<file path="config.mk">
export PLATFORM = sky130hd
export DESIGN_NAME = efr_scale
export DESIGN_NICKNAME = d
export VERILOG_FILES = /design/src/rtl/efr_pkg.sv /design/src/rtl/efr_scale.sv
export SDC_FILE = /design/constraint.sdc
export NUM_CORES = 2
export LEC_CHECK = 0
export BUFFER_PORTS_ARGS = -buffer_cell sky130_fd_sc_hd__buf_2
export CORE_ASPECT_RATIO = 0.5
export CORE_MARGIN = 4
export CORE_UTILIZATION = 40
export DETAILED_ROUTE_END_ITERATION = 16
export PLACE_DENSITY = 0.63
export SETUP_SLACK_MARGIN = 0.4
export SLEW_MARGIN = 10
export SYNTH_ARGS = -nofsm -noshare
export SYNTH_HDL_FRONTEND = slang
export SYNTH_SLANG_ARGS = --single-unit
export TNS_END_PERCENT = 5
</file>
<file path="constraint.sdc">
create_clock -name clk_i -period 28.3 [get_ports clk_i]
set_input_delay 0 -clock clk_i [delete_from_list [all_inputs] [get_ports clk_i]]
set_output_delay 0 -clock clk_i [all_outputs]
set_load 0.02 [all_outputs]
</file>
<file path="src/rtl/efr_pkg.sv">
package efr_pkg;

  localparam int unsigned APB_ADDR_W = 5;
  localparam int unsigned APB_DATA_W = 32;
  localparam int unsigned Q_W = 16;
  localparam logic [15:0] Q_ONE = 16'hFFFF;
  localparam logic [15:0] Q_HALF = 16'd32767;
  localparam int unsigned DIV_STAGES = 8;

  typedef enum logic [1:0] {
    EASE_LINEAR     = 2'd0,
    EASE_SCURVE     = 2'd1,
    EASE_SINE       = 2'd2,
    EASE_LINEAR_ALT = 2'd3
  } ease_mode_e;

  typedef enum logic [2:0] {
    REG_EASE_MODE = 3'd0,
    REG_START_HZ  = 3'd1,
    REG_TARGET_HZ = 3'd2,
    REG_ACCEL_MS  = 3'd3,
    REG_DECEL_MS  = 3'd4,
    REG_MIN_HZ    = 3'd5,
    REG_MAX_HZ    = 3'd6
  } reg_idx_e;

  function automatic logic [15:0] sine_lut(input logic [4:0] idx);
    logic [15:0] y;
    case (idx)
      5'd0:    y = 16'd0;
      5'd1:    y = 16'd630;
      5'd2:    y = 16'd2494;
      5'd3:    y = 16'd5522;
      5'd4:    y = 16'd9598;
      5'd5:    y = 16'd14563;
      5'd6:    y = 16'd20228;
      5'd7:    y = 16'd26375;
      5'd8:    y = 16'd32768;
      5'd9:    y = 16'd39160;
      5'd10:   y = 16'd45307;
      5'd11:   y = 16'd50972;
      5'd12:   y = 16'd55938;
      5'd13:   y = 16'd60013;
      5'd14:   y = 16'd63041;
      5'd15:   y = 16'd64905;
      default: y = 16'd65535;
    endcase
    return y;
  endfunction

  // Floor division by 65535, exact for values below 2**50.
  function automatic logic [63:0] div_q_one(input logic [63:0] v);
    logic [63:0] q1;
    logic [63:0] r1;
    logic [63:0] q2;
    logic [63:0] r2;
    logic [63:0] q3;
    logic [63:0] r3;
    logic [63:0] q;
    q1 = v >> 16;
    r1 = {48'd0, v[15:0]} + q1;
    q2 = r1 >> 16;
    r2 = {48'd0, r1[15:0]} + q2;
    q3 = r2 >> 16;
    r3 = {48'd0, r2[15:0]} + q3;
    q = q1 + q2 + q3;
    if (r3 >= 64'd65535) begin
      q = q + 64'd1;
    end
    return q;
  endfunction

endpackage

</file>
<file path="src/rtl/efr_scale.sv">
module efr_scale #(
  parameter int unsigned FW = 24
) (
  input  logic          clk_i,
  input  logic          rst_ni,
  input  logic          valid_i,
  input  logic [15:0]   f_i,
  input  logic          bypass_i,
  input  logic [FW-1:0] from_i,
  input  logic [FW-1:0] to_i,
  input  logic [FW-1:0] min_i,
  input  logic [FW-1:0] max_i,
  output logic          valid_o,
  output logic [FW-1:0] freq_o
);

  function automatic logic [FW-1:0] clamp_f(input logic [FW-1:0] v, input logic [FW-1:0] lo,
                                            input logic [FW-1:0] hi);
    logic [FW-1:0] r;
    if (v < lo) begin
      r = lo;
    end else if (v > hi) begin
      r = hi;
    end else begin
      r = v;
    end
    return r;
  endfunction

  logic                 a_valid_q;
  logic signed [FW+17:0] a_prod_q;
  logic                 a_bypass_q;
  logic [FW-1:0]        a_from_q;
  logic [FW-1:0]        a_to_q;

  logic                 b_valid_q;
  logic signed [FW:0]   b_qs_q;
  logic                 b_bypass_q;
  logic [FW-1:0]        b_from_q;
  logic [FW-1:0]        b_to_q;

  logic                 c_valid_q;
  logic [FW-1:0]        c_freq_q;

  logic signed [FW:0]    delta_d;
  logic signed [FW+17:0] prod_d;

  always_comb begin
    delta_d = $signed({1'b0, to_i}) - $signed({1'b0, from_i});
    prod_d  = delta_d * $signed({1'b0, f_i});
  end

  logic [FW+17:0] mag_d;
  logic [63:0]    quo_d;
  logic [FW:0]    qm_d;
  logic [FW:0]    qs_d;

  always_comb begin
    mag_d = a_prod_q[FW+17] ? (FW+18)'(-a_prod_q) : a_prod_q;
    quo_d = efr_pkg::div_q_one(64'(mag_d));
    qm_d  = {1'b0, quo_d[FW-1:0]};
    qs_d  = a_prod_q[FW+17] ? (FW+1)'(-qm_d) : qm_d;
  end

  logic signed [FW+1:0] sum_d;
  logic [FW-1:0]        res_d;

  always_comb begin
    sum_d = $signed({2'b00, b_from_q}) + $signed({b_qs_q[FW], b_qs_q});
    if (b_bypass_q) begin
      res_d = clamp_f(b_to_q, min_i, max_i);
    end else begin
      res_d = clamp_f(sum_d[FW-1:0], min_i, max_i);
    end
  end

  always_ff @(posedge clk_i or negedge rst_ni) begin
    if (!rst_ni) begin
      a_valid_q <= 1'b0;
      b_valid_q <= 1'b0;
      c_valid_q <= 1'b0;
    end else begin
      a_valid_q <= valid_i;
      b_valid_q <= a_valid_q;
      c_valid_q <= b_valid_q;
    end
  end

  always_ff @(posedge clk_i) begin
    a_prod_q   <= prod_d;
    a_bypass_q <= bypass_i;
    a_from_q   <= from_i;
    a_to_q     <= to_i;
    b_qs_q     <= $signed(qs_d);
    b_bypass_q <= a_bypass_q;
    b_from_q   <= a_from_q;
    b_to_q     <= a_to_q;
    c_freq_q   <= res_d;
  end

  assign valid_o = c_valid_q;
  assign freq_o  = c_freq_q;

endmodule

</file>
* Word-level counts from Yosys, hierarchy flattened
Index checks and enable logic that the tools add are counted.
** Storage, ports and cells
- Output and inout bits :: 25
- Logic and storage cells :: 36
- Input port bits :: 116
- Flip-flop bits (word level) :: 191
** Cells by class
- $mul :: 1
- Order comparisons :: 5
- Multiplexer cells :: 8
- Add/sub/neg operators :: 10
** Operators by type and width (count)
- two-way mux 24 bit :: 7
- > comparator 24 bit :: 2
- less-than comparator 24 bit :: 2
- multiplier 25 x 17 -> 42 bit :: 1
- two-way mux 42 bit :: 1
- negation 42 bit :: 1
- adder 16 x 26 -> 27 bit :: 1
- subtractor 24 x 24 -> 25 bit :: 1
- adder 24 x 1 -> 24 bit :: 1
- adder 24 x 1 -> 24 bit (second input constant) :: 1
- adder 24 x 11 -> 24 bit :: 1
- adder 24 bit :: 1
- negation 24 bit :: 1
- adder 16 x 1 -> 17 bit :: 1
- adder 16 x 11 -> 17 bit :: 1
- >= comparator 17 x 16 -> 1 bit (second input constant) :: 1

* Logic depth before layout (Yosys ltp)
- Depth in word-level cells :: 9
- Depth in mapped cells :: 46

* Worst setup path after synthesis
No wires, ideal clock.
- Kind :: input to register
- Start :: input port to_i[0]
- End :: register a_prod_q[41]
- Required time :: 28.228 ns
- Cell stages on the path :: 39
- Slack :: 18.823 ns
- Arrival :: 9.405 ns
- Cell sequence :: inv_1 ha_1 inv_1 fa_1 a21o_1 a21oi_1 o21ai_0 a21oi_1 o21bai_1 a21oi_1 nor2b_1 o21a_1 o41ai_1 o21ai_0 o41a_1 a311o_1 a31oi_1 clkbuf_1 [... 3 more ...] fa_1 inv_1 fa_1 fa_1 fa_1 fa_1 inv_1 ha_1 a21o_1 a21o_1 a21o_1 or3_1 a211o_1 nand2_1 o21ai_0 o21a_1 nor2_1 xnor2_1
** Between the ends
- Word-level cells in the longest chain between the ends :: 2
** RTL lines
- start: declaration :: RTL line efr_scale.sv:10 : input logic [FW-1:0] to_i,
- subtractor 24 x 24 -> 25 bit :: RTL line efr_scale.sv:49 : delta_d = $signed({1'b0, to_i}) - $signed({1'b0, from_i});
- multiplier 25 x 17 -> 42 bit :: RTL line efr_scale.sv:50 : prod_d = delta_d * $signed({1'b0, f_i});
- net prod_d[41] :: RTL line efr_scale.sv:46 : logic signed [FW+17:0] prod_d;
- end signal: assignment :: RTL line efr_scale.sv:90 : a_prod_q <= prod_d;
- end: declaration :: RTL line efr_scale.sv:31 : logic signed [FW+17:0] a_prod_q;
The timed path passes the listed nets, and every way through them passes these cells.

* Worst setup path after layout
- Start :: register a_prod_q[4]
- End :: register b_qs_q[21]
** Between the ends
- Word-level cells in the longest chain between the ends :: 9
- Elaborated cells between the ends (all ways) :: 12
- Classes of those cells :: 8 x add/sub; 1 x order compare; 3 x mux
** RTL lines
- negation 42 bit :: RTL line efr_scale.sv:59 : mag_d = a_prod_q[FW+17] ? (FW+18)'(-a_prod_q) : a_prod_q;
- two-way mux 42 bit (*) :: RTL line efr_scale.sv:59
- adder 16 x 26 -> 27 bit :: RTL line efr_pkg.sv:61 : r1 = {48'd0, v[15:0]} + q1;
- adder 24 x 11 -> 24 bit / adder 16 x 11 -> 17 bit (equally long branches) :: RTL line efr_pkg.sv:66, efr_pkg.sv:63
- adder 24 x 1 -> 24 bit / adder 16 x 1 -> 17 bit (equally long branches) :: RTL line efr_pkg.sv:66, efr_pkg.sv:65
- adder 24 x 1 -> 24 bit / >= comparator 17 x 16 -> 1 bit (equally long branches) :: RTL line efr_pkg.sv:68, efr_pkg.sv:67
- two-way mux 24 bit (*) :: RTL line efr_pkg.sv:67 : if (r3 >= 64'd65535) begin
- negation 24 bit :: RTL line efr_scale.sv:62 : qs_d = a_prod_q[FW+17] ? (FW+1)'(-qm_d) : qm_d;
- two-way mux 24 bit (*) :: RTL line efr_scale.sv:62
- net qs_d[21] :: RTL line efr_scale.sv:56 : logic [FW:0] qs_d;
- end signal: assignment :: RTL line efr_scale.sv:94 : b_qs_q <= $signed(qs_d);
- end: declaration :: RTL line efr_scale.sv:37 : logic signed [FW:0] b_qs_q;
The timed path passes the listed nets; every way through them passes the cells marked *.

==> results.txt <==
Counting every instance in the synthesized netlist gives 3,213. Worst reg2reg path endpoint: b_qs_q[21]. The worst setup path is of the reg -> reg kind. The longest clock path from root to sink contains 2 buffers. After clock tree synthesis, the clock-pin slew on the worst setup and hold paths is 0.10 ns. TritonCTS built the clock tree.

Register area share after synthesis: 0.136. The count of maximum capacitance violations is 0. The run gives 0 as the DRC violation count after routing. The mean area per synthesized cell is 8.78 sq um. For the worst setup path, the data arrival time is 11.71 ns.

The fraction of synthesized cell area taken by the top area cell type works out to 0.282. Entering global routing, the biggest net connects 58 pins. The net count reported at finish was 4,201; the vias per cell was 5.35. The required time of the worst setup path is 28.71 ns. Input and output buffers added on the ports amount to 140. On the final layout, the worst clock skew is 0.0304 ns. Period utilization: 0.399. The number of buffers inserted to repair setup after CTS came out at 0. Setup repair after global routing left no endpoint under its margin.

Summed over all failing endpoints, the final setup total negative slack is 0 ns. For this design, the slowest cell found on the critical path is sky130_fd_sc_hd__xnor2_1. The post-synthesis async set-or-reset flop share is 0.0157. Maximum operating frequency: 88.5 MHz.

The number of sinks on the clock net is 191, and the number of cells on the worst reg-to-reg path is 36. The delay of the slowest cell on the worst path was 0.77 ns; the overall routed net length was 81,100 um. Sort of element at the start of the critical path: a flop.

The run gives 28,200 sq um as the post-synthesis instance area. In the synthesized netlist the dominant register cell turns out to be sky130_fd_sc_hd__dfxtp_1. The worst slew margin relative to its limit came out at 0.228. The number of hold buffers added after cts was 101.

The max-slew violation count was 0; the count of flip-flops with a built-in enable after synthesis was 0. For this run the aggregate overflow at the end of global routing stands at 0. The worst register-to-register path begins at a_prod_q[4]. The path class of the lowest-slack min-delay path was in -> reg. The share of layout cells above drive strength 1 is 0.0770. The HPWL after detailed placement is 65,200 um. At the pin with the least slew margin, the transition time is 1.15 ns. In this run the worst setup path begins at a_prod_q[4]. The number of global-route vias before repair was 23,900; the initial antenna violation count was 1. The run gives 0.49 ns as the clock latency at the later pin of the worst-skew pair.

The number of detailed-routing iterations run before antenna repair is 6. The number of levels the H-tree was split into is 4, and the post-synthesis sequential element count is 191. The clock period minus worst slack was 11.30 ns. The iteration-0 DRC count of the detailed router is 1,760. The cell sitting at the root of the clock tree is a sky130_fd_sc_hd__clkbuf_16. The tools report the endpoint type of the worst setup path as a flop. The all-layer global routing usage is 0.217. The most critical setup path has its endpoint at b_qs_q[21].

The first global-routing pass estimated 129,000 um of wire. The synthesized design spends more area on one cell type than any other, namely sky130_fd_sc_hd__fa_1. Yosys attributes the largest share of cell area to sky130_fd_sc_hd__fa_1 (28%), sky130_fd_sc_hd__dfxtp_1 (13%), sky130_fd_sc_hd__ha_1 (13%). The routed layout has 23,300 vias.

The setup violation total in the final timing report came out at 0. The congestion estimate from routability-driven global placement came to 0.932. The die footprint is 75,100 sq um, and the count of endpoints failing hold in the final timing report is 0. Counting distinct cell types in the post-synthesis netlist gives 95. The layout-stage area growth over the synthesis result came out at 11.9%.

From left edge to right edge, the die measures 384 um. The floorplan step set the die height to 196 um. The minimum setup slack among reg-to-reg paths was 17.00 ns. The per-cell routed wire length was 18.6 um; the core area was 69,400 sq um. The initialized floorplan defines 68 standard-cell rows. Total CTS buffers: 17. Gates resized during post-CTS repair numbered 0.

The flow ran to the end, and the final reports show no timing, DRC or antenna violations. The top-level port count is 141, and the total number of yosys warnings is 0. In this run the remaining antenna-violating nets after routing total 0. Along the worst path, the maximum fanout reaches 12. The effective utilization at floorplan is 0.406.
## synthesized netlist by cell type (57+ instances only)
cell type	count
sky130_fd_sc_hd__a21oi_1	110
sky130_fd_sc_hd__and2_1	135
sky130_fd_sc_hd__clkbuf_1	88
sky130_fd_sc_hd__dfxtp_1	188
sky130_fd_sc_hd__fa_1	397
sky130_fd_sc_hd__ha_1	286
sky130_fd_sc_hd__inv_1	563
sky130_fd_sc_hd__nand2_1	321
sky130_fd_sc_hd__nand3_1	61
sky130_fd_sc_hd__nor2_1	141
sky130_fd_sc_hd__o21ai_0	85
sky130_fd_sc_hd__xnor2_1	148
sky130_fd_sc_hd__xor2_1	57
## placed cells by master, fill, tap and decap left out, drive strengths merged, types with 26 or more instances in the layout
cell         netlist  routed
or3               30      30
nand2            322     322
nor2             143     143
dlygate4sd3        0     101
mux2i             26      26
a21o              54      54
nand2b            32      32
inv              563     570
and2             138     138
a21oi            112     112
nor2b             41      41
nand3             62      62
fa               397     397
xnor2            148     148
o21ai             86      86
buf               12     168
and3              27      27
o21a              35      35
xor2              57      57
ha               286     286
nor3              57      57
dfxtp            188     188
o211ai            29      29
nand4             26      26
## cell type report
| cell class | instances | area, sq um |
|---|---|---|
| multi-input combinational | 2359 | 21900 |
| clock inverter | 13 | 173 |
| timing repair buffer | 269 | 1920 |
| sequential | 191 | 3840 |
| clock buffer | 18 | 429 |
| fill | 6703 | 37900 |
| inverter | 564 | 2120 |
| antenna | 1 | 2.50 |
| tap | 945 | 1180 |
## worst min path at each step
stage	start	to	slack (ns)	cells past startpoint
after CTS	max_i[21]	freq_o[21]	0.06	4
after global placement	rst_ni	a_valid_q	-0.20	1
after global routing	max_i[21]	freq_o[21]	0.12	4
after detailed placement	rst_ni	b_valid_q	-0.20	1
final	max_i[21]	freq_o[21]	0.1	4
after floorplan	rst_ni	a_valid_q	-0.30	0
## worst max-delay path, delay by kind of cell, from the launching register on
kind / cells / cell delay (ns)
flip-flops: 1 / 0.36
XOR/XNOR: 5 / 1.74
buffers and inverters: 2 / 0.22
adder cells (fa/ha/maj): 4 / 1.66
AO/OA/AOI/OAI: 13 / 4.26
AND/OR/NAND/NOR: 12 / 2.98
## flip-flops by register name, summed over array words and instances (netlist names), 24 cells and up
name,flops
a_prod_q,42
a_from_q,24
a_to_q,24
b_from_q,24
b_qs_q,24
b_to_q,24
freq_o,24
## logic make-up after synthesis
| kind of cell | count (synthesis) | share of synthesized area |
|---|---|---|
| XOR/XNOR | 205 | 0.0636 |
| AND/OR/NAND/NOR | 930 | 0.165 |
| buffers and inverters | 664 | 0.0895 |
| other | 1 | 0.000133 |
| multiplexers | 36 | 0.0132 |
| adder cells (fa/ha/maj) | 683 | 0.408 |
| flip-flops | 191 | 0.136 |
| AO/OA/AOI/OAI | 503 | 0.124 |
## per-layer routing
layer / routed length (um) / track usage / vias to the layer above
met3: 5170 / 0.0342 / 181
met5: 15 / 0 / -
met1: 35800 / 0.295 / 11500
met2: 37800 / 0.358 / 774
li1: - / - / 10900
met4: 2310 / 0.0638 / 2
## stage by stage
stage	std cells	hold WS [ns]	utilization	cell area [sq um]	setup WS, ns
floorplan	3214	-0.296	-	28200	18.82
CTS	4359	0.0583	0.455	31600	17.24
detailed placement	4227	-0.202	0.431	29900	17.32
finish	4360	0.0982	0.455	31600	17.00
global placement	4227	-0.205	0.431	29900	17.63
global route	4359	0.118	0.455	31600	16.05
Power is left out: the tool's default activity adds up to more than one toggle a clock period on the data nets, which glitch-free logic cannot reach.
