==> config.mk <==
export PLATFORM = sky130hd
export DESIGN_NAME = efr_ease
export DESIGN_NICKNAME = d
export VERILOG_FILES = /design/src/rtl/efr_pkg.sv /design/src/rtl/efr_ease.sv
export SDC_FILE = /design/constraint.sdc
export NUM_CORES = 1
export LEC_CHECK = 0
export BUFFER_PORTS_ARGS = -buffer_cell sky130_fd_sc_hd__buf_2
export CORE_MARGIN = 1.5
export CORE_UTILIZATION = 60
export DETAILED_ROUTE_END_ITERATION = 10
export HOLD_SLACK_MARGIN = 0.15
export PLACE_DENSITY = 0.81
export SLEW_MARGIN = 5
export SYNTH_ARGS = -nofsm -noshare
export SYNTH_HDL_FRONTEND = slang
export SYNTH_SLANG_ARGS = --single-unit
==> constraint.sdc <==
create_clock -name clk_i -period 10.65 [get_ports clk_i]
set_input_delay 2.13 -clock clk_i [delete_from_list [all_inputs] [get_ports clk_i]]
set_output_delay 2.13 -clock clk_i [all_outputs]
set_load 0.05 [all_outputs]
==> src/rtl/efr_pkg.sv <==
package efr_pkg;

  localparam int unsigned APB_ADDR_W = 5;
  localparam int unsigned APB_DATA_W = 32;
  localparam int unsigned Q_W = 16;
  localparam logic [15:0] Q_ONE = 16'hFFFF;
  localparam logic [15:0] Q_HALF = 16'd32767;
  localparam int unsigned DIV_STAGES = 8;

  typedef enum logic [1:0] {
    EASE_LINEAR     = 2'd0,
    EASE_SCURVE     = 2'd1,
    EASE_SINE       = 2'd2,
    EASE_LINEAR_ALT = 2'd3
  } ease_mode_e;

  typedef enum logic [2:0] {
    REG_EASE_MODE = 3'd0,
    REG_START_HZ  = 3'd1,
    REG_TARGET_HZ = 3'd2,
    REG_ACCEL_MS  = 3'd3,
    REG_DECEL_MS  = 3'd4,
    REG_MIN_HZ    = 3'd5,
    REG_MAX_HZ    = 3'd6
  } reg_idx_e;

  function automatic logic [15:0] sine_lut(input logic [4:0] idx);
    logic [15:0] y;
    case (idx)
      5'd0:    y = 16'd0;
      5'd1:    y = 16'd630;
      5'd2:    y = 16'd2494;
      5'd3:    y = 16'd5522;
      5'd4:    y = 16'd9598;
      5'd5:    y = 16'd14563;
      5'd6:    y = 16'd20228;
      5'd7:    y = 16'd26375;
      5'd8:    y = 16'd32768;
      5'd9:    y = 16'd39160;
      5'd10:   y = 16'd45307;
      5'd11:   y = 16'd50972;
      5'd12:   y = 16'd55938;
      5'd13:   y = 16'd60013;
      5'd14:   y = 16'd63041;
      5'd15:   y = 16'd64905;
      default: y = 16'd65535;
    endcase
    return y;
  endfunction

  // Floor division by 65535, exact for values below 2**50.
  function automatic logic [63:0] div_q_one(input logic [63:0] v);
    logic [63:0] q1;
    logic [63:0] r1;
    logic [63:0] q2;
    logic [63:0] r2;
    logic [63:0] q3;
    logic [63:0] r3;
    logic [63:0] q;
    q1 = v >> 16;
    r1 = {48'd0, v[15:0]} + q1;
    q2 = r1 >> 16;
    r2 = {48'd0, r1[15:0]} + q2;
    q3 = r2 >> 16;
    r3 = {48'd0, r2[15:0]} + q3;
    q = q1 + q2 + q3;
    if (r3 >= 64'd65535) begin
      q = q + 64'd1;
    end
    return q;
  endfunction

endpackage

==> src/rtl/efr_ease.sv <==
module efr_ease #(
  parameter int unsigned SIDE_W = 1
) (
  input  logic                   clk_i,
  input  logic                   rst_ni,
  input  logic                   valid_i,
  input  logic [15:0]            x_i,
  input  efr_pkg::ease_mode_e    mode_i,
  input  logic [SIDE_W-1:0]      side_i,
  output logic                   valid_o,
  output logic [15:0]            f_o,
  output logic [SIDE_W-1:0]      side_o
);

  logic                a_valid_q;
  efr_pkg::ease_mode_e a_mode_q;
  logic [15:0]         a_x_q;
  logic                a_low_q;
  logic [15:0]         a_d_q;
  logic [15:0]         a_y0_q;
  logic [15:0]         a_opa_q;
  logic [15:0]         a_opb_q;
  logic [SIDE_W-1:0]   a_side_q;

  logic                b_valid_q;
  efr_pkg::ease_mode_e b_mode_q;
  logic [15:0]         b_x_q;
  logic                b_low_q;
  logic [15:0]         b_d_q;
  logic [15:0]         b_y0_q;
  logic [31:0]         b_prod_q;
  logic [SIDE_W-1:0]   b_side_q;

  logic                c_valid_q;
  logic [15:0]         c_f_q;
  logic [SIDE_W-1:0]   c_side_q;

  logic        low_d;
  logic [15:0] d_d;
  logic [19:0] s_d;
  logic [63:0] sq_d;
  logic [4:0]  idx_d;
  logic [20:0] fr_d;
  logic [15:0] y0_d;
  logic [15:0] y1_d;
  logic [15:0] opa_d;
  logic [15:0] opb_d;

  always_comb begin
    low_d = (x_i < efr_pkg::Q_HALF);
    d_d   = x_i - efr_pkg::Q_HALF;
    s_d   = {x_i, 4'b0000};
    sq_d  = efr_pkg::div_q_one(64'(s_d));
    idx_d = sq_d[4:0];
    fr_d  = {1'b0, s_d} - ({idx_d, 16'h0000} - {16'h0000, idx_d});
    y0_d  = efr_pkg::sine_lut(idx_d);
    y1_d  = efr_pkg::sine_lut(idx_d + 5'd1);
    case (mode_i)
      efr_pkg::EASE_SINE: begin
        opa_d = y1_d - y0_d;
        opb_d = fr_d[15:0];
      end
      efr_pkg::EASE_SCURVE: begin
        opa_d = low_d ? x_i : d_d;
        opb_d = low_d ? x_i : d_d;
      end
      default: begin
        opa_d = x_i;
        opb_d = x_i;
      end
    endcase
  end

  logic [63:0] q_d;
  logic [17:0] hi_d;
  logic [15:0] f_d;

  always_comb begin
    if (b_mode_q == efr_pkg::EASE_SINE) begin
      q_d = efr_pkg::div_q_one(64'(b_prod_q));
    end else begin
      q_d = efr_pkg::div_q_one(64'({b_prod_q, 1'b0}));
    end
    hi_d = 18'(efr_pkg::Q_HALF) + 18'({b_d_q, 1'b0}) - q_d[17:0];
    case (b_mode_q)
      efr_pkg::EASE_SCURVE: begin
        if (b_low_q) begin
          f_d = q_d[15:0];
        end else if (hi_d > 18'(efr_pkg::Q_ONE)) begin
          f_d = efr_pkg::Q_ONE;
        end else begin
          f_d = hi_d[15:0];
        end
      end
      efr_pkg::EASE_SINE: begin
        f_d = b_y0_q + q_d[15:0];
      end
      default: begin
        f_d = b_x_q;
      end
    endcase
  end

  always_ff @(posedge clk_i or negedge rst_ni) begin
    if (!rst_ni) begin
      a_valid_q <= 1'b0;
      b_valid_q <= 1'b0;
      c_valid_q <= 1'b0;
    end else begin
      a_valid_q <= valid_i;
      b_valid_q <= a_valid_q;
      c_valid_q <= b_valid_q;
    end
  end

  always_ff @(posedge clk_i) begin
    a_mode_q <= mode_i;
    a_x_q    <= x_i;
    a_low_q  <= low_d;
    a_d_q    <= d_d;
    a_y0_q   <= y0_d;
    a_opa_q  <= opa_d;
    a_opb_q  <= opb_d;
    a_side_q <= side_i;
    b_mode_q <= a_mode_q;
    b_x_q    <= a_x_q;
    b_low_q  <= a_low_q;
    b_d_q    <= a_d_q;
    b_y0_q   <= a_y0_q;
    b_prod_q <= a_opa_q * a_opb_q;
    b_side_q <= a_side_q;
    c_f_q    <= f_d;
    c_side_q <= b_side_q;
  end

  assign valid_o = c_valid_q;
  assign f_o     = c_f_q;
  assign side_o  = c_side_q;

endmodule

-- Yosys cells after proc, flatten, opt, wreduce, memory -nomap -nowiden
Memory sizes are Yosys's and may differ from the RTL's.
Index checks and enable logic that the tools add are counted.
- $add $sub $neg: 26
- multipliers: 1
- div/mod/pow operators: 0
- $lt $le $gt $ge: 5
- eq/ne operators: 4
- shift operators: 0
- multiplexer cells: 12
- bitwise operators: 0
- reductions and logical operators: 0
- operators with widths (operator ; number):
    $add 16x1->17 ; 6
    $pmux 16 s2 ; 3
    $mux 16 ; 5
    $mux 18 ; 3
    $ge 17x16->1 const B ; 3
    $add 18x1->18 const B ; 2
    $mul 16x16->32 ; 1
    $sub 16x16->16 ; 2
    $add 15x17->18 const A ; 1
    $add 16x17->18 ; 1
    $add 17x1->18 ; 1
    $add 17x2->18 ; 1
    $add 18x1->18 ; 1
    $gt 18x16->1 const B ; 1
    $sub 18x18->18 ; 1
    $add 16x16->17 ; 1
    $add 16x2->17 ; 1
    $add 16x4->17 ; 1
    $add 16x16->16 ; 1
    $lt 16x15->1 const B ; 1
    $sub 16x15->16 const B ; 1
    $add 5x1->5 const B ; 2
    $sub 1x5->6 const A ; 1
    $add 4x1->5 ; 1
    other kinds (4) ; 6
- register bits after elaboration: 188
- bits in latches: 0
- memory bits (writable): 0
- memory bits (read-only): 512
- logic and storage cells: 70
- memories kept: 2
- memory list (memory ; depth ; bits a word ; rd ports ; clocked after Yosys merged registers in ; write ports ; line ; RTL):
    (no name shown) ; 16 ; 16 ; 1 ; 0 ; 0 ; efr_pkg.sv:29 ; case (idx)
    (no name shown) ; 16 ; 16 ; 1 ; 0 ; 0 ; efr_pkg.sv:29 ;

-- Logic depth before layout (Yosys ltp)
Gate-level depths: netlist (run 1).
- depth after elaboration: 11
- gate-level depth with buffers: 54
- gate-level depth less buffers: 51

-- Worst setup path before layout (run 1)
OpenSTA, ideal clock, no wires.
- path type: reg-to-reg
- start point: register b_prod_q[16]
- end point: register c_f_q[2] (netlist: f_o[2])
- setup time: 0.134 ns
- arrival time: 9.567 ns
- data required time: 10.516 ns
- path slack: 0.950 ns
- cell stages (with the launch flop): 52
- path buffers: 4
- clock period less this slack: 9.700 ns
- cell sequence: dfxtp_1 > ha_1 > inv_1 > fa_1 > nor2b_4 > o2111a_2 > o21a_1 > o221a_2 > a311o_1 > a21o_1 > a21o_1 > a21oi_1 > inv_1 > ha_1 > ha_1 > clkbuf_1 > and3_1 > and3_1 > [... 16 more ...] > o21ai_0 > a21oi_1 > o21ai_0 > a21oi_1 > o21ai_0 > a21oi_1 > o21ai_0 > a21oi_1 > o21ai_0 > a2111oi_0 > nor3b_1 > xor2_1 > or3_1 > clkbuf_1 > clkbuf_1 > o221a_2 > a21oi_1 > o21ai_0
- word-level cells in the longest chain between the ends: 11
- RTL lines (element ; line ; RTL):
    start: declaration ; efr_ease.sv:31 ; logic [31:0] b_prod_q;
    start signal: assignment ; efr_ease.sv:130 ; b_prod_q <= a_opa_q * a_opb_q;
    $add 16x17->18 / $add 16x16->17 (equally long branches) ; efr_pkg.sv:61 ; r1 = {48'd0, v[15:0]} + q1;
    $add 17x2->18, or another cell as far along ; efr_pkg.sv:66 ; q = q1 + q2 + q3;
    $add 18x1->18, or another cell as far along ; efr_pkg.sv:66 ;
    $add 18x1->18 / $ge 17x16->1 (equally long branches) ; efr_pkg.sv:68, efr_pkg.sv:67 ;
    $mux 18 ; efr_pkg.sv:67 ; if (r3 >= 64'd65535) begin
    $mux 18 (*) ; efr_ease.sv:79 ; if (b_mode_q == efr_pkg::EASE_SINE) begin
    $sub 18x18->18 ; efr_ease.sv:84 ; hi_d = 18'(efr_pkg::Q_HALF) + 18'({b_d_q, 1'b0}) - q_d[17:0];
    $gt 18x16->1 ; efr_ease.sv:89 ; end else if (hi_d > 18'(efr_pkg::Q_ONE)) begin
    $mux 16 ; efr_ease.sv:89 ;
    $mux 16 ; efr_ease.sv:87 ; if (b_low_q) begin
    $pmux 16 s2 (*) ; efr_ease.sv:85 ; case (b_mode_q)
    via f_d[2] ; efr_ease.sv:76 ; logic [15:0] f_d;
    end signal: assignment ; efr_ease.sv:132 ; c_f_q <= f_d;
    end: declaration ; efr_ease.sv:35 ; logic [15:0] c_f_q;
Mark *: on every way through the listed nets, which the timed path passes. The rest lies on a longest branch.

-- Final worst setup path (run 1)
- start point: register b_prod_q[16]
- end point: register c_f_q[0] (netlist: f_o[0])
Same word-level chain as after synthesis.

==> out/qor_table.md, run 1 <==
| Result | This run |
|---|---|
| Final min period | 10.13 ns |
| Commonest non-fill, non-tap cell in the layout | inv_1 |
| Number of synthesis warnings | 0 |
| Outcome | finished clean |
| Final worst setup slack | 0.525 ns |
| Layout Skew | 0.0159 ns |
| WL final | 55600 microns |
| Delay-heaviest family, CP | compound AO/OA/AOI/OAI gates |
| Cell types with the largest area share after synthesis | fa_1 (20%), dfxtp_1 (18%), ha_1 (13%), inv_1 (6.2%), nand2_1 (5.3%) |
| I/O pin count | 40 |
| First drt pass iteration count | 5 |
| First-pass GRT wire length | 90000 microns |
| Most used cells in the layout excluding fill and tap cells | inv_1 (340), nand2_1 (290), ha_1 (211), fa_1 (200), dfxtp_1 (184) |
| Count of fill cells added during filler insertion | 2767 |
| Worst-path maximum fanout | 7 |
| Fraction of registers with async set or reset after synthesis | 1.60% |
| Slew at the pin closest to its max-slew limit | 1.20 ns |
| Fraction of the cycle the final worst path needs | 95.1% |
| Sinks on the clock net | 188 |
| Post-layout nets | 2874 |
| Vias in the first global route | 17364 |
| Insertion delay of the later-clocked pin in the worst-skew pair | 0.45 ns |
| Initial antenna violation count | 0 |
| Endpoint of the worst hold-timing path | b_d_q[13] |
| Clock transition at the register clock pins on the worst setup and hold paths after CTS | 0.08 ns |
| Critical path data required time | 10.97 ns |
| Number of antenna repair diodes | 0 |
| Root Driver | clkbuf_16 |
| Startpoint type of the worst setup path | register |
| Number of standard-cell rows in the floorplan | 67 |
| Global-route usage over all layers | 31.8% |
| Synth Cell Area | 20700 sq um |
| Via total after detailed routing | 17423 |
| Initial drt markers | 1806 |
| Delay of the slowest cell on the worst path | 0.43 ns |
| Endpoint class of the critical path | register |
| Routed WL per cell | 19.2 microns |
| Final weighted congestion in routability-driven placement | 0.967 |
| Synth-to-Final Area Change | 6.19% |
| Number of H-tree levels | 4 |
| Post-Syn Nets | 2881 |
| Distinct cell type count after synthesis | 106 |
| Slew Limit Fails | 0 |
| Post-synthesis sequential area ratio | 18.3% |
| F_max | 98.8 MHz |
| Maximum root-to-sink buffer count | 2 |
| Number of remaining DRC errors | 0 |
| Capture point of the worst reg-to-reg path | f_o[0] |
| Worst Path Buf+Inv | 3 |
| Hold-fix buffers, CTS | 0 |
| Leading register cell type out of synthesis | dfxtp_1 |
| FF+latch count, synth | 188 |
| Fraction of final layout cells sized beyond drive strength 1 | 7.10% |
| Final hold violation count | 0 |
| Die height | 189 microns |
| Data arrival time of the worst path | 10.44 ns |
| Initial Utilization | 61.3% |
| Remaining antenna violation count | 0 |
| Worst hold path type | register to register |
| TritonCTS buffer count | 17 |
| Number of cells produced by synthesis | 2446 |
| Min-Delay Path Depth | 0 |
| Minimum setup slack after placement | -0.117 ns |
| Die area | 35600 sq um |
| Most area-hungry cell type in the Yosys netlist | fa_1 |
| Relative slew slack | 20.2% |
| Avg Cell Area, Syn | 8.45 sq um |
| Beginning of the critical path | b_prod_q[16] |
| DP Wirelength | 43000 microns |
| Routed via count divided by cell count | 6.01 |
| Count of final setup violators | 0 |
| Register-to-register setup slack | 0.52 ns |
| Count of port buffers added during placement | 39 |
| # Max-Cap Violations | 0 |
| TritonCTS clock tree | done |
| Number of cell instances on the worst register-to-register path | 50 |
| Core Region | 33700 sq um |
| Total gr overflow | 0 |
| Master of the slowest instance on the critical path | or3_4 |
| Top cell type's share of synthesized area | 19.6% |
| Floorplan die width | 189 microns |
| Count of flip-flops with a built-in enable after synthesis | 0 |
| Hold path startpoint | a_d_q[13] |
| Start of the worst register-to-register path | b_prod_q[16] |
| Critical path type | register to register |
| Largest net degree at the start of global routing | 43 |
[cells in the mapped netlist (40+ instances only)]
| cell | count |
|---|---|
| and2_1 | 134 |
| nor3_1 | 40 |
| ha_1 | 211 |
| dfxtp_1 | 185 |
| inv_1 | 340 |
| nor2_1 | 106 |
| clkbuf_1 | 85 |
| o21ai_0 | 93 |
| xor2_1 | 55 |
| xnor2_1 | 113 |
| a21oi_1 | 136 |
| fa_1 | 202 |
| nand3_1 | 46 |
| nand2_1 | 291 |
[metrics by stage]
stage / hold slack [ns] / area (sq um) / TNS (ns) / utilization [%] / instances
floorplan: 0.310 / 20700 / 0 / - / 2446
global placement: 0.310 / 21300 / 0 / 63.1 / 2864
CTS: 0.318 / 21900 / 0 / 64.9 / 2896
global route: 0.325 / 22000 / -0.196 / 65.1 / 2900
detailed placement: 0.312 / 21300 / -0.262 / 63.1 / 2864
finish: 0.320 / 22000 / 0 / 65.1 / 2900
[worst reg2reg max path, delay by kind of cell (launching register included)]
| kind | cells | cell delay (ns) |
|---|---|---|
| buffers and inverters | 3 | 0.21 |
| DFF | 1 | 0.37 |
| muxes | 1 | 0.30 |
| xor gates and xnor gates | 2 | 0.43 |
| adders and majority gates | 6 | 1.67 |
| AOI/OAI and AO/OA | 24 | 4.55 |
| and+or+nand+nor | 14 | 2.49 |
[kinds of logic after synthesis]
kind of cell / after synthesis / synth area share (%)
AO/OA/AOI/OAI: 431 / 13.8
XOR/XNOR: 169 / 7.20
adder cells (fa/ha/maj): 415 / 32.4
buffers and inverters: 438 / 8.06
flip-flops: 188 / 18.3
multiplexers: 14 / 0.841
AND/OR/NAND/NOR: 791 / 19.4
[per-layer routing]
metal | track usage (%) | wire (microns) | vias up
met4 | 11.1 | 1690 | 0
li1 | - | - | 8058
met5 | 0 | 0 | -
met1 | 43.6 | 23600 | 8473
met2 | 51.6 | 25900 | 775
met3 | 4.30 | 4420 | 117
[worst max-delay path by stage]
stage                         to  slack [ns]  cells past startpoint
after floorplan           f_o[2]        0.95                     51
after global placement    f_o[0]        0.20                     47
after detailed placement  f_o[0]       -0.12                     47
after CTS                 f_o[0]        0.05                     47
after global routing      f_o[0]       -0.07                     49
final                     f_o[0]        0.52                     50
[sequential cells by signal, indices dropped and copies added, names as in the netlist, 2 cells and up]
signal    flops
a_x_q        16
b_y0_q       16
a_d_q        16
a_opa_q      16
a_mode_q      2
b_mode_q      2
b_x_q        16
a_opb_q      16
f_o          16
a_y0_q       16
b_prod_q     32
b_d_q        16
[repair_timing]
item	CTS	global route
pin swaps	0	5
endpoints found under the setup margin	8	16
gates resized for setup	1	24
gates cloned	0	1
setup buffers	0	3
[cell type report]
cell class	count	area (sq um)	area share (%)
repair buffers	69	420	1.91
well taps	448	561	2.55
flip-flops and latches	188	3780	17.2
inverters	342	1280	5.85
clock buffers	18	439	2.00
multi-input cells	1821	15300	69.7
clock inverters	14	160	0.730
Power of run 1 is left out: the tool's default activity adds up to more than one toggle a clock period on the data nets, which glitch-free logic cannot reach.
==> inputs of run 2 (changes only) <==
--- a/config.mk
+++ b/config.mk
@@ -5,12 +5,15 @@
 export SDC_FILE = /design/constraint.sdc
 export NUM_CORES = 1
 export LEC_CHECK = 0
+export ABC_AREA = 1
 export BUFFER_PORTS_ARGS = -buffer_cell sky130_fd_sc_hd__buf_2
+export CELL_PAD_IN_SITES_DETAIL_PLACEMENT = 0
+export CELL_PAD_IN_SITES_GLOBAL_PLACEMENT = 1
 export CORE_MARGIN = 1.5
-export CORE_UTILIZATION = 60
+export CORE_UTILIZATION = 48
 export DETAILED_ROUTE_END_ITERATION = 10
 export HOLD_SLACK_MARGIN = 0.15
-export PLACE_DENSITY = 0.81
+export PLACE_DENSITY = 0.87
 export SLEW_MARGIN = 5
 export SYNTH_ARGS = -nofsm -noshare
 export SYNTH_HDL_FRONTEND = slang
==> run 2 against run 1 <==
Against the previous run: final area is 8.2% higher; clock skew is 0.0021 ns higher; synthesized cell count is 32% higher; critical endpoint is now f_o[15]; global-route usage is 3.9 points lower; critical path depth is 20 higher; critical path type unchanged.
==> out/qor_table.md, run 2 <==
| Result | This run |
|---|---|
| Relative slew slack | 36.3% |
| Final min period | 9.68 ns |
| Most frequent cell on the critical path | nand2_1 |
| Global-route usage over all layers | 27.9% |
| Startpoint type of the worst setup path | register |
| Beginning of the critical path | b_prod_q[16] |
| Die height | 219 microns |
| RSZ-0062 raised after global routing | no |
| Data arrival time of the worst path | 10.06 ns |
| Via total after detailed routing | 20201 |
| Number of H-tree levels | 4 |
| Detailed-routed wire length on met3 | 3450 microns |
| Static Leakage | 13.2 nW |
| F_max | 103 MHz |
| Detailed-routing wirelength on met1 | 30200 microns |
| Floorplan die width | 219 microns |
| Post-synth top cells | nand2_1 (804), inv_1 (658), ha_1 (211) |
| Initial Utilization | 49.0% |
| Start of the worst register-to-register path | b_prod_q[16] |
| Largest register FFs | 32 |
| Top routing layer used | met4 |
| Fraction of the cycle the final worst path needs | 90.9% |
| Inst Count DP | 3787 |
| Worst hold path type | register to register |
| Top cell type's share of synthesized area | 18.1% |
| Final worst setup slack | 0.969 ns |
| Avg Cell Area, Syn | 6.94 sq um |
| First-pass GRT wire length | 105000 microns |
| Die area | 47900 sq um |
| Maximum root-to-sink buffer count | 2 |
| Commonest non-fill, non-tap cell in the layout | nand2_1 |
| Core Region | 45700 sq um |
| Most flops, register | b_prod_q |
| Number of standard-cell rows in the floorplan | 78 |
| Fraction of final layout cells sized beyond drive strength 1 | 7.33% |
| Post-layout nets | 3641 |
| Sequential fraction of design power | 13.6% |
| Distinct cell type count after synthesis | 59 |
| Number of synthesis warnings | 0 |
| Total gr overflow | 0 |
| DP Wirelength | 52600 microns |
| Critical path type | register to register |
| Most frequent cell after synthesis | nand2_1 |
| Final sum of negative setup slack | 0 ns |
| Vias in the first global route | 20138 |
| TritonCTS buffer count | 17 |
| Count of flip-flops with a built-in enable after synthesis | 0 |
| Routed via count divided by cell count | 5.29 |
| Fin util | 52.0% |
| Cell-internal power | 3.16 mW |
| Fraction of registers with async set or reset after synthesis | 1.60% |
| Largest net degree at the start of global routing | 43 |
| Critical path data required time | 11.03 ns |
| Number of antenna repair diodes | 0 |
| Most used cells in the layout excluding fill and tap cells | nand2_1 (804), inv_1 (658), ha_1 (210), nor2_1 (208), fa_1 (202) |
| Net switching power | 4.34 mW |
| Count of port buffers added during placement | 39 |
| WL final | 65500 microns |
| Clock transition at the register clock pins on the worst setup and hold paths after CTS | 0.09 ns |
| Final hold violation count | 0 |
| Slew Limit Fails | 0 |
| FF+latch count, synth | 188 |
| Delay of the slowest cell on the worst path | 0.42 ns |
| Remaining antenna violation count | 0 |
| Post-Syn Nets | 3658 |
| Sinks on the clock net | 188 |
| First drt pass iteration count | 7 |
| Most area-hungry cell type in the Yosys netlist | fa_1 |
| # Max-Cap Violations | 0 |
| Number of non-filler instances in the completed layout | 3819 |
| Minimum setup slack after placement | 0.858 ns |
| Synth Cell Area | 22400 sq um |
| Master of the slowest instance on the critical path | dfxtp_1 |
| Clock Power Share | 8.8% |
| Slew at the pin closest to its max-slew limit | 0.953 ns |
| Number of remaining DRC errors | 0 |
| Cell types with the largest area share after synthesis | fa_1 (18%), dfxtp_1 (17%), nand2_1 (13%), ha_1 (12%), inv_1 (11%) |
| Detailed-routed wire length on met2 | 30600 microns |
| Proportion of total power due to net switching | 57.9% |
| Leading register cell type out of synthesis | dfxtp_1 |
| Worst-path maximum fanout | 12 |
| Layout Skew | 0.0180 ns |
| Final weighted congestion in routability-driven placement | 0.952 |
| Insertion delay of the later-clocked pin in the worst-skew pair | 0.44 ns |
| Initial antenna violation count | 0 |
| I/O pin count | 40 |
| Outcome | finished clean |
| Synth-to-Final Area Change | 6.10% |
| Hold-fix buffers, CTS | 0 |
| Count of final setup violators | 0 |
| Routed WL per cell | 17.1 microns |
| Hold path startpoint | a_d_q[5] |
| Combinational fraction of design power | 77.7% |
| Number of cells produced by synthesis | 3223 |
| TritonCTS clock tree | done |
| Post-synthesis sequential area ratio | 16.9% |
| IR Drop Worst-Case VDD | 0.181 mV |
| Power density normalized to cell area | 316 nW/um^2 |
| Initial drt markers | 1576 |
| Endpoint class of the critical path | register |
| Root Driver | clkbuf_16 |
## run 2: cell types whose count changed after synthesis, sizes merged, moves of 23 or more
cell	delta
inv	+340
nand3	+158
xnor2	-96
and3	-26
nand2	+565
nand4	+38
nor2	+133
and2	-131
xor2	+23
nor2b	-40
## run 2: path summary, 6_finish.rpt
kind | to | slack, ns | depth (start not counted)
worst max-delay path | f_o[15] | 0.97 | 70
worst max register to register | f_o[15] | 0.97 | 70
min in group asynchronous | valid_o | 1.46 | 1
worst min-delay path | b_d_q[5] | 0.31 | 0
worst min register to register | b_d_q[5] | 0.31 | 0
max in group asynchronous | a_valid_q | 9.08 | 1
## run 2: critical path, delay by kind of cell, from the launching register on
| kind | cells | cell delay (ns) |
|---|---|---|
| AOI/OAI and AO/OA | 12 | 1.78 |
| xor gates and xnor gates | 1 | 0.17 |
| adders and majority gates | 9 | 2.40 |
| buffers and inverters | 12 | 0.86 |
| DFF | 1 | 0.42 |
| and+or+nand+nor | 36 | 4.00 |
## run 2: cell families (layout without fill, tap and decap cells)
kind of cell | Yosys count | count (layout) | share of synthesized area (%)
AND/OR/NAND/NOR | 1413 | 1413 | 27.9
buffers and inverters | 780 | 776 | 13.1
adder cells (fa/ha/maj) | 413 | 413 | 29.9
AO/OA/AOI/OAI | 333 | 333 | 8.48
flip-flops | 188 | 188 | 16.9
XOR/XNOR | 96 | 96 | 3.79
## run 2: power by group through the flow
| stage | Clock [mW] | Combinational [mW] | Sequential [mW] |
|---|---|---|---|
| detailed placement | 0 | 5.74 | 1.03 |
| floorplan | 0 | 4.30 | 0.984 |
| global route | 0.692 | 6.57 | 1.03 |
| global placement | 0 | 5.70 | 1.03 |
| finish | 0.656 | 5.83 | 1.02 |
| CTS | 0.665 | 5.79 | 1.02 |
## run 2: final cells by class
type,count,area (sq um)
clock inverters,14,184
well taps,600,751
fillers,4543,21900
repair buffers,59,345
clock buffers,18,429
flip-flops and latches,188,3780
multi-input cells,2255,15700
inverters,685,2580
## run 2: repair_timing
item                       4_1_cts  5_1_grt
gates resized for setup          0        7
buffers inserted                 0        0
setup endpoints to repair        0       16
## run 2: per-stage QoR
stage / instance area [sq um] / hold WS [ns] / total power, mW
2_1_floorplan: 22400 / 0.310 / 5.28
3_3_place_gp: 23100 / 0.310 / 6.74
3_5_place_dp: 23100 / 0.312 / 6.78
4_1_cts: 23700 / 0.313 / 7.48
5_1_grt: 23700 / 0.321 / 8.30
6_report: 23700 / 0.308 / 7.50
## run 2: layer usage
| layer | up-vias | global-route usage, % |
|---|---|---|
| met4 | 0 | 7.03 |
| met3 | 82 | 2.36 |
| met1 | 9577 | 38.2 |
| li1 | 9913 | - |
| met5 | - | 0 |
| met2 | 629 | 47.5 |
No activity file was read; power rests on OpenSTA's default activity.
